==> config.mk <==
export PLATFORM = sky130hd
export DESIGN_NAME = bounded_double_ended_queue_flat
export DESIGN_NICKNAME = d
export VERILOG_FILES = /design/src/rtl/core/bdeq_pkg.sv /design/src/rtl/core/bdeq_ifs.sv /design/src/rtl/core/bdeq_ctrl.sv /design/src/rtl/core/bdeq_dp.sv /design/src/rtl/core/bounded_double_ended_queue.sv /design/src/flat_wrapper.sv
export SDC_FILE = /design/constraint.sdc
export NUM_CORES = 1
export LEC_CHECK = 0
export BUFFER_PORTS_ARGS = -buffer_cell sky130_fd_sc_hd__buf_2
export CORE_MARGIN = 1.5
export CORE_UTILIZATION = 60
export DETAILED_ROUTE_END_ITERATION = 12
export GPL_TIMING_DRIVEN = 0
export PLACE_DENSITY = 0.79
export SLEW_MARGIN = 25
export SYNTH_ARGS = -nofsm -noshare
export SYNTH_HDL_FRONTEND = slang
export SYNTH_SLANG_ARGS = --single-unit
==> constraint.sdc <==
create_clock -name clk -period 9.8 [get_ports clk]
set_input_delay 0 -clock clk [delete_from_list [all_inputs] [get_ports clk]]
set_output_delay 0 -clock clk [all_outputs]
set_load 0.05 [all_outputs]
==> src/rtl/core/bdeq_pkg.sv <==
// Shared constants, types and ring arithmetic for the bounded double-ended queue.
package bdeq_pkg;

    localparam int DEPTH       = 16;
    localparam int DATA_W      = 32;
    localparam int PTR_W       = (DEPTH > 1) ? $clog2(DEPTH) : 1;
    localparam int CNT_W       = $clog2(DEPTH + 1);
    localparam int SUM_W       = CNT_W + 1;
    localparam int COUNT_OUT_W = 5;

    typedef enum logic [1:0] {
        OP_PUSH_FRONT = 2'd0,
        OP_PUSH_BACK  = 2'd1,
        OP_POP_FRONT  = 2'd2,
        OP_POP_BACK   = 2'd3
    } op_t;

    typedef struct packed {
        logic apply;
        logic read;
        logic load;
    } bdeq_ctl_t;

    function automatic logic [PTR_W-1:0] ring_add(input logic [PTR_W-1:0] ptr,
                                                  input logic [CNT_W-1:0] offset);
        logic [SUM_W-1:0] sum;
        sum = SUM_W'(ptr) + SUM_W'(offset);
        if (sum >= SUM_W'(DEPTH))
        begin
            sum = sum - SUM_W'(DEPTH);
        end
        return sum[PTR_W-1:0];
    endfunction

endpackage

==> src/rtl/core/bdeq_ifs.sv <==
// Handshake interfaces for the operation and result channels.
interface bdeq_cmd_if import bdeq_pkg::*; ();
    logic                     valid;
    logic                     ready;
    op_t                      op;
    logic signed [DATA_W-1:0] value;

    modport source (output valid, output op, output value, input ready);
    modport sink (input valid, input op, input value, output ready);
endinterface

interface bdeq_rsp_if import bdeq_pkg::*; ();
    logic                     valid;
    logic                     ready;
    logic signed [DATA_W-1:0] front_value;
    logic signed [DATA_W-1:0] back_value;
    logic [COUNT_OUT_W-1:0]   entry_count;
    logic                     is_empty;
    logic                     is_full;
    logic                     op_error;

    modport source (output valid, output front_value, output back_value,
                    output entry_count, output is_empty, output is_full,
                    output op_error, input ready);
    modport sink (input valid, input front_value, input back_value,
                  input entry_count, input is_empty, input is_full,
                  input op_error, output ready);
endinterface

==> src/rtl/core/bdeq_ctrl.sv <==
// Sequencing state machine for the bounded double-ended queue.
module bdeq_ctrl import bdeq_pkg::*; (
    input  logic      clk,
    input  logic      rst_n,
    input  logic      cmd_valid,
    output logic      cmd_ready,
    output logic      rsp_valid,
    input  logic      rsp_ready,
    output bdeq_ctl_t ctl
);

    typedef enum logic [1:0] {
        S_IDLE,
        S_READ,
        S_LOAD
    } state_t;

    state_t state_reg;
    state_t state_next;
    logic   out_valid_reg;
    logic   out_valid_next;

    always_comb
    begin
        cmd_ready      = (state_reg == S_IDLE);
        ctl.apply      = (state_reg == S_IDLE) && cmd_valid;
        ctl.read       = (state_reg == S_READ);
        ctl.load       = (state_reg == S_LOAD) && (!out_valid_reg || rsp_ready);
        state_next     = state_reg;
        out_valid_next = out_valid_reg;
        if (out_valid_reg && rsp_ready)
        begin
            out_valid_next = 1'b0;
        end
        case (state_reg)
            S_IDLE:
            begin
                if (cmd_valid)
                begin
                    state_next = S_READ;
                end
            end
            S_READ:
            begin
                state_next = S_LOAD;
            end
            S_LOAD:
            begin
                if (ctl.load)
                begin
                    state_next     = S_IDLE;
                    out_valid_next = 1'b1;
                end
            end
            default:
            begin
                state_next = S_IDLE;
            end
        endcase
    end

    always_ff @(posedge clk or negedge rst_n)
    begin
        if (!rst_n)
        begin
            state_reg     <= S_IDLE;
            out_valid_reg <= 1'b0;
        end
        else
        begin
            state_reg     <= state_next;
            out_valid_reg <= out_valid_next;
        end
    end

    assign rsp_valid = out_valid_reg;

    a_apply_then_read: assert property (@(posedge clk) disable iff (!rst_n)
        ctl.apply |=> state_reg == S_READ)
        else $error("accepted transaction did not move to the read step");

    a_load_waits: assert property (@(posedge clk) disable iff (!rst_n)
        (state_reg == S_LOAD) && out_valid_reg && !rsp_ready |=> state_reg == S_LOAD)
        else $error("result register overwritten before it was taken");

endmodule

==> src/rtl/core/bdeq_dp.sv <==
// Ring storage, pointer and count registers, and result register of the deque.
module bdeq_dp import bdeq_pkg::*; (
    input  logic                     clk,
    input  logic                     rst_n,
    input  bdeq_ctl_t                ctl,
    input  op_t                      op,
    input  logic signed [DATA_W-1:0] value,
    output logic signed [DATA_W-1:0] front_value,
    output logic signed [DATA_W-1:0] back_value,
    output logic [COUNT_OUT_W-1:0]   entry_count,
    output logic                     is_empty,
    output logic                     is_full,
    output logic                     op_error
);

    logic signed [DATA_W-1:0] mem [DEPTH];

    logic [PTR_W-1:0]         front_reg;
    logic [PTR_W-1:0]         front_next;
    logic [CNT_W-1:0]         count_reg;
    logic [CNT_W-1:0]         count_next;
    logic                     err_reg;
    logic                     err_next;
    logic                     wr_en;
    logic [PTR_W-1:0]         wr_addr;
    logic [PTR_W-1:0]         front_dec;
    logic [PTR_W-1:0]         front_inc;
    logic [PTR_W-1:0]         back_addr;
    logic [CNT_W-1:0]         last_offset;
    logic                     cur_full;
    logic                     cur_empty;
    logic signed [DATA_W-1:0] rd_front_reg;
    logic signed [DATA_W-1:0] rd_back_reg;
    logic signed [DATA_W-1:0] front_value_reg;
    logic signed [DATA_W-1:0] back_value_reg;
    logic [COUNT_OUT_W-1:0]   entry_count_reg;
    logic                     is_empty_reg;
    logic                     is_full_reg;
    logic                     op_error_reg;

    always_comb
    begin
        cur_full    = (count_reg == CNT_W'(DEPTH));
        cur_empty   = (count_reg == '0);
        front_dec   = (front_reg == '0) ? PTR_W'(DEPTH - 1) : front_reg - 1'b1;
        front_inc   = (front_reg == PTR_W'(DEPTH - 1)) ? '0 : front_reg + 1'b1;
        last_offset = cur_empty ? '0 : count_reg - 1'b1;
        back_addr   = ring_add(front_reg, last_offset);
        front_next  = front_reg;
        count_next  = count_reg;
        err_next    = err_reg;
        wr_en       = 1'b0;
        wr_addr     = front_dec;
        if (ctl.apply)
        begin
            err_next = 1'b0;
            case (op)
                OP_PUSH_FRONT:
                begin
                    if (cur_full)
                    begin
                        err_next = 1'b1;
                    end
                    else
                    begin
                        wr_en      = 1'b1;
                        wr_addr    = front_dec;
                        front_next = front_dec;
                        count_next = count_reg + 1'b1;
                    end
                end
                OP_PUSH_BACK:
                begin
                    if (cur_full)
                    begin
                        err_next = 1'b1;
                    end
                    else
                    begin
                        wr_en      = 1'b1;
                        wr_addr    = ring_add(front_reg, count_reg);
                        count_next = count_reg + 1'b1;
                    end
                end
                OP_POP_FRONT:
                begin
                    if (cur_empty)
                    begin
                        err_next = 1'b1;
                    end
                    else
                    begin
                        front_next = front_inc;
                        count_next = count_reg - 1'b1;
                    end
                end
                OP_POP_BACK:
                begin
                    if (cur_empty)
                    begin
                        err_next = 1'b1;
                    end
                    else
                    begin
                        count_next = count_reg - 1'b1;
                    end
                end
                default:
                begin
                    err_next = 1'b0;
                end
            endcase
        end
    end

    always_ff @(posedge clk or negedge rst_n)
    begin
        if (!rst_n)
        begin
            front_reg <= '0;
            count_reg <= '0;
            err_reg   <= 1'b0;
        end
        else
        begin
            front_reg <= front_next;
            count_reg <= count_next;
            err_reg   <= err_next;
        end
    end

    always_ff @(posedge clk)
    begin
        if (wr_en)
        begin
            mem[wr_addr] <= value;
        end
    end

    always_ff @(posedge clk)
    begin
        if (ctl.read)
        begin
            rd_front_reg <= mem[front_reg];
            rd_back_reg  <= mem[back_addr];
        end
    end

    always_ff @(posedge clk)
    begin
        if (ctl.load)
        begin
            front_value_reg <= cur_empty ? '0 : rd_front_reg;
            back_value_reg  <= cur_empty ? '0 : rd_back_reg;
            entry_count_reg <= COUNT_OUT_W'(count_reg);
            is_empty_reg    <= cur_empty;
            is_full_reg     <= cur_full;
            op_error_reg    <= err_reg;
        end
    end

    assign front_value = front_value_reg;
    assign back_value  = back_value_reg;
    assign entry_count = entry_count_reg;
    assign is_empty    = is_empty_reg;
    assign is_full     = is_full_reg;
    assign op_error    = op_error_reg;

    a_count_bound: assert property (@(posedge clk) disable iff (!rst_n)
        count_reg <= CNT_W'(DEPTH))
        else $error("entry count exceeds the ring depth");

    a_error_keeps_state: assert property (@(posedge clk) disable iff (!rst_n)
        ctl.apply && err_next |=> (count_reg == $past(count_reg))
                                  && (front_reg == $past(front_reg)))
        else $error("rejected transaction changed the deque");

endmodule

==> src/rtl/core/bounded_double_ended_queue.sv <==
// Top level of the bounded double-ended queue: controller, datapath and channel wiring.
// A ring of 16 signed 32-bit entries with push and pop at either end. Each transaction on
// cmd produces exactly one transaction on rsp describing the deque after the operation;
// a push when full or a pop when empty leaves the deque untouched and sets op_error.
// An operation runs through its steps in order: update and write, registered read of the two end
// entries from the storage array, load of the result register. The load waits while an earlier
// result has not yet been taken on rsp. cmd is taken again as soon as the result register is
// loaded, while that result still waits on rsp.
module bounded_double_ended_queue import bdeq_pkg::*; (
    input  logic       clk,
    input  logic       rst_n,
    bdeq_cmd_if.sink   cmd,
    bdeq_rsp_if.source rsp
);

    bdeq_ctl_t ctl;
    logic      cmd_ready;
    logic      rsp_valid;

    bdeq_ctrl u_ctrl (
        .clk       (clk),
        .rst_n     (rst_n),
        .cmd_valid (cmd.valid),
        .cmd_ready (cmd_ready),
        .rsp_valid (rsp_valid),
        .rsp_ready (rsp.ready),
        .ctl       (ctl)
    );

    bdeq_dp u_dp (
        .clk         (clk),
        .rst_n       (rst_n),
        .ctl         (ctl),
        .op          (cmd.op),
        .value       (cmd.value),
        .front_value (rsp.front_value),
        .back_value  (rsp.back_value),
        .entry_count (rsp.entry_count),
        .is_empty    (rsp.is_empty),
        .is_full     (rsp.is_full),
        .op_error    (rsp.op_error)
    );

    assign cmd.ready = cmd_ready;
    assign rsp.valid = rsp_valid;

endmodule

==> src/flat_wrapper.sv <==
// flat-port wrapper written by rule: the top's interface ports become plain ports
module bounded_double_ended_queue_flat import bdeq_pkg::*;
  (clk, rst_n, cmd_valid, cmd_op, cmd_value, cmd_ready, rsp_valid, rsp_front_value, rsp_back_value, rsp_entry_count, rsp_is_empty, rsp_is_full, rsp_op_error, rsp_ready);
  bdeq_cmd_if cmd_i ();
  bdeq_rsp_if rsp_i ();
  input  logic clk;
  input  logic rst_n;
  input wire logic [$bits(cmd_i.valid)-1:0] cmd_valid;
  input wire logic [$bits(cmd_i.op)-1:0] cmd_op;
  input wire logic [$bits(cmd_i.value)-1:0] cmd_value;
  output wire logic [$bits(cmd_i.ready)-1:0] cmd_ready;
  output wire logic [$bits(rsp_i.valid)-1:0] rsp_valid;
  output wire logic [$bits(rsp_i.front_value)-1:0] rsp_front_value;
  output wire logic [$bits(rsp_i.back_value)-1:0] rsp_back_value;
  output wire logic [$bits(rsp_i.entry_count)-1:0] rsp_entry_count;
  output wire logic [$bits(rsp_i.is_empty)-1:0] rsp_is_empty;
  output wire logic [$bits(rsp_i.is_full)-1:0] rsp_is_full;
  output wire logic [$bits(rsp_i.op_error)-1:0] rsp_op_error;
  input wire logic [$bits(rsp_i.ready)-1:0] rsp_ready;
  assign cmd_i.valid = cmd_valid;
  assign cmd_i.op = cmd_op;
  assign cmd_i.value = cmd_value;
  assign cmd_ready = cmd_i.ready;
  assign rsp_valid = rsp_i.valid;
  assign rsp_front_value = rsp_i.front_value;
  assign rsp_back_value = rsp_i.back_value;
  assign rsp_entry_count = rsp_i.entry_count;
  assign rsp_is_empty = rsp_i.is_empty;
  assign rsp_is_full = rsp_i.is_full;
  assign rsp_op_error = rsp_i.op_error;
  assign rsp_i.ready = rsp_ready;
  bounded_double_ended_queue u_core (.clk(clk), .rst_n(rst_n), .cmd(cmd_i), .rsp(rsp_i));
endmodule
==> impl_metrics.ini <==
[outcome]
status = finished clean

[critical_path]
slowest_delay_ps = 730
reg2reg_depth = 14
crit_type = register to register
crit_arrival_ps = 6160
cp_slowest_cell = clkbuf_1
crit-reg2reg-capture = u_core.u_dp.rd_back_reg[25]$_DFFE_PN_
r2r_slack_ps = 3990
crit_chain = inv_1 > ha_1 > and3_1 > clkbuf_2 > buf_2 > nor2_1 > ha_1 > fa_1 > clkbuf_1 > buf_2 > mux4_2 > o22ai_1 > nor2_1 > mux2_2
worst_setup_path_start_kind = register
cp.required_ps = 10150
rr_startpoint = u_core.u_dp.count_reg[0]$_DFFE_PN0P_
worst_setup_path_end_kind = register
critPathMaxFanout = 10

[global_route]
grtUsageMet1 = 0.472
grt_max_degree = 26
grt_pass1_vias = 19200
met3_usage = 0.108
grt-busiest-layer = met2
antenna_found_initial = 3
globalRouteMet2Util = 0.529
grt.overflow.total = 0
grt_pass1_wl_mm = 126
grtUsageTotal = 0.355

[timing]
layout_setup_ws_ps = 3990
fin_crit_ps = 5810
period_share = 0.593
setup_tns_ps = 0
slew_headroom = 0.250
hold_viol_final = 0
worstMarginPinSlew_ps = 1120
finalClockSkew_ps = 24.9
fmax_mhz = 172
rsz0062_at_grt = false
maxSlewViolCount = 0
setup_viol_count_final = 0

[finish]
multiInputGateArea_mm2 = 0.00959
final_util = 0.710
fin_nets = 1950
fill_cells = 2956
largest_reg_flops = 512
seqCellArea_mm2 = 0.0198
regMostFlops = u_core.u_dp.mem
layout-drive-gt1-share = 0.307
syn2layout_area_growth_pct = 16.4

[synth]
ys_types = 50
yosys_register_bits = 661
yosys_warnings = 0
mappedNetlistNets = 1696
yosysMostFrequentCell = edfxtp_1
synth_edf_count = 648
yosysSeqAreaShare = 0.661
yosysTopAreaCell = edfxtp_1
synth_top_cell_area_share = 0.650
synthFlopType = edfxtp_1
netlist_top_cells_count = 648 x edfxtp_1, 223 x mux4_2, 129 x o22ai_1
async_reset_ff_frac = 0.0197
synthTopCellsByArea = edfxtp_1 65%, mux4_2 17%, mux2i_1 3.2%
synth_area_mm2 = 0.0299
postSynthAreaPerCell_um2 = 18.2
synthCells = 1645

[hold_path]
min_to = u_core.u_ctrl.state_reg[0]$_DFFE_PN0P_
whs_path_depth = 3
min_from = cmd_valid
hold_class = input port to register

[floorplan]
row_count = 81
io_pins = 112
dieArea_mm2 = 0.0512
initial_core_util = 0.610
dieHeight_um = 226
coreArea_mm2 = 0.0491
die_w_um = 226

[placement]
post-place-ws_ps = 3800
gp_congestion = 0.902
io_buffers = 110
post-dp-hpwl_mm = 58.1

[route]
wl_mm = 88.4
drtAntennaViolNets = 0
routedWlPerCell_um = 33.8
num_vias = 19100
drt_iter0_markers = 3176
drcViolationCount = 0
dr.pass1.iters = 8
vias_per_cell = 7.32

[clocking]
cts_tree = built
path_clk_slew_ps = 60
ctsRootBufferMaster = clkbuf_16
cts_buffer_depth = 3
clkSinkCount = 661
numCtsBuffers = 69
clk_latency_ps = 620
htree_levels = 3

[job]
drv_cap = 0
-- worst max-delay path, delay by kind of cell (launching register included) --
| family | cells | cell delay [ps] |
|---|---|---|
| AO/OA/AOI/OAI | 1 | 190 |
| adder cells (fa/ha/maj) | 3 | 1030 |
| buffers and inverters | 5 | 2370 |
| flip-flops | 1 | 520 |
| multiplexers | 2 | 710 |
| AND/OR/NAND/NOR | 3 | 700 |
-- layout by cell type, fill, tap and decap left out, types with 8 or more instances in the layout --
master,synthesis,final
edfxtp_1,648,648
mux4_2,223,223
buf_2,46,156
o22ai_1,129,129
mux2i_1,96,96
nor2_1,98,82
clkbuf_16,0,73
nor2b_1,70,68
clkbuf_1,43,54
o21ai_0,48,48
dlygate4sd3_1,0,38
mux2_2,35,35
nand2_1,27,27
a221oi_1,26,26
buf_16,0,22
nor2_4,0,16
buf_6,15,15
a21oi_1,15,15
dfrtp_1,13,13
clkinv_1,0,12
buf_12,0,12
ha_1,11,11
clkinv_2,0,11
inv_1,10,10
buf_4,9,9
a22oi_1,8,8
nand3_1,8,8
-- metal layers --
metal | part of all wire | vias to the layer above | routed length, µm
met4 | 0.061 | 2 | 5380
li1 | - | 7381 | -
met3 | 0.15 | 374 | 13100
met5 | 0.00011 | - | 10
met1 | 0.34 | 9531 | 29900
met2 | 0.45 | 1849 | 39900
-- worst max-delay path by stage --
stage / slack [ps] / from / end / cells after the start
global placement: 3330 / u_core.u_dp.front_reg[0]$_DFFE_PN0P_ / u_core.u_dp.mem[5][7]$_DFFE_PP_ / 11
CTS: 3750 / u_core.u_dp.count_reg[1]$_DFFE_PN0P_ / u_core.u_dp.rd_back_reg[25]$_DFFE_PN_ / 14
detailed placement: 3800 / u_core.u_dp.count_reg[1]$_DFFE_PN0P_ / u_core.u_dp.rd_back_reg[30]$_DFFE_PN_ / 14
global route: 3930 / u_core.u_dp.count_reg[1]$_DFFE_PN0P_ / u_core.u_dp.rd_back_reg[25]$_DFFE_PN_ / 14
finish: 3990 / u_core.u_dp.count_reg[0]$_DFFE_PN0P_ / u_core.u_dp.rd_back_reg[25]$_DFFE_PN_ / 14
floorplan: 5350 / u_core.u_ctrl.rsp_valid$_DFF_PN0_ / u_core.u_dp.back_value[0]$_SDFFCE_PP0P_ / 2
-- stage by stage --
step	hold WS, ps	area (µm²)	cells
floorplan	-296	29900	1645
global placement	-90.4	31300	2419
detailed placement	-83.9	32300	2454
CTS	268	34800	2612
global route	279	34800	2612
finish	269	34800	2614
-- timing repair --
item | CTS | global route
gates resized for setup | 0 | 0
hold buffers | 38 | 0
endpoints found under the hold margin | 532 | 0
setup buffers | 0 | 0
-- cell families after synthesis --
family,count (synthesis),synth area share
fa+ha+maj,13,0.00594
xor+xnor,15,0.00464
buf+inv,128,0.0229
compound gates,253,0.0557
mux,354,0.213
flops,661,0.661
simple gates,221,0.0367
-- final cells by class --
type / instances / share of cell area
tap: 664 / 0.0239
timing repair buffer: 183 / 0.0514
inverter: 10 / 0.00108
multi-input combinational: 856 / 0.275
antenna: 2 / 0.000144
sequential: 661 / 0.568
clock inverter: 29 / 0.00614
clock buffer: 91 / 0.0552
buffer: 118 / 0.0187
Power is not shown: default switching activity piles up to over one toggle a cycle in this logic, so the estimate is an artifact.
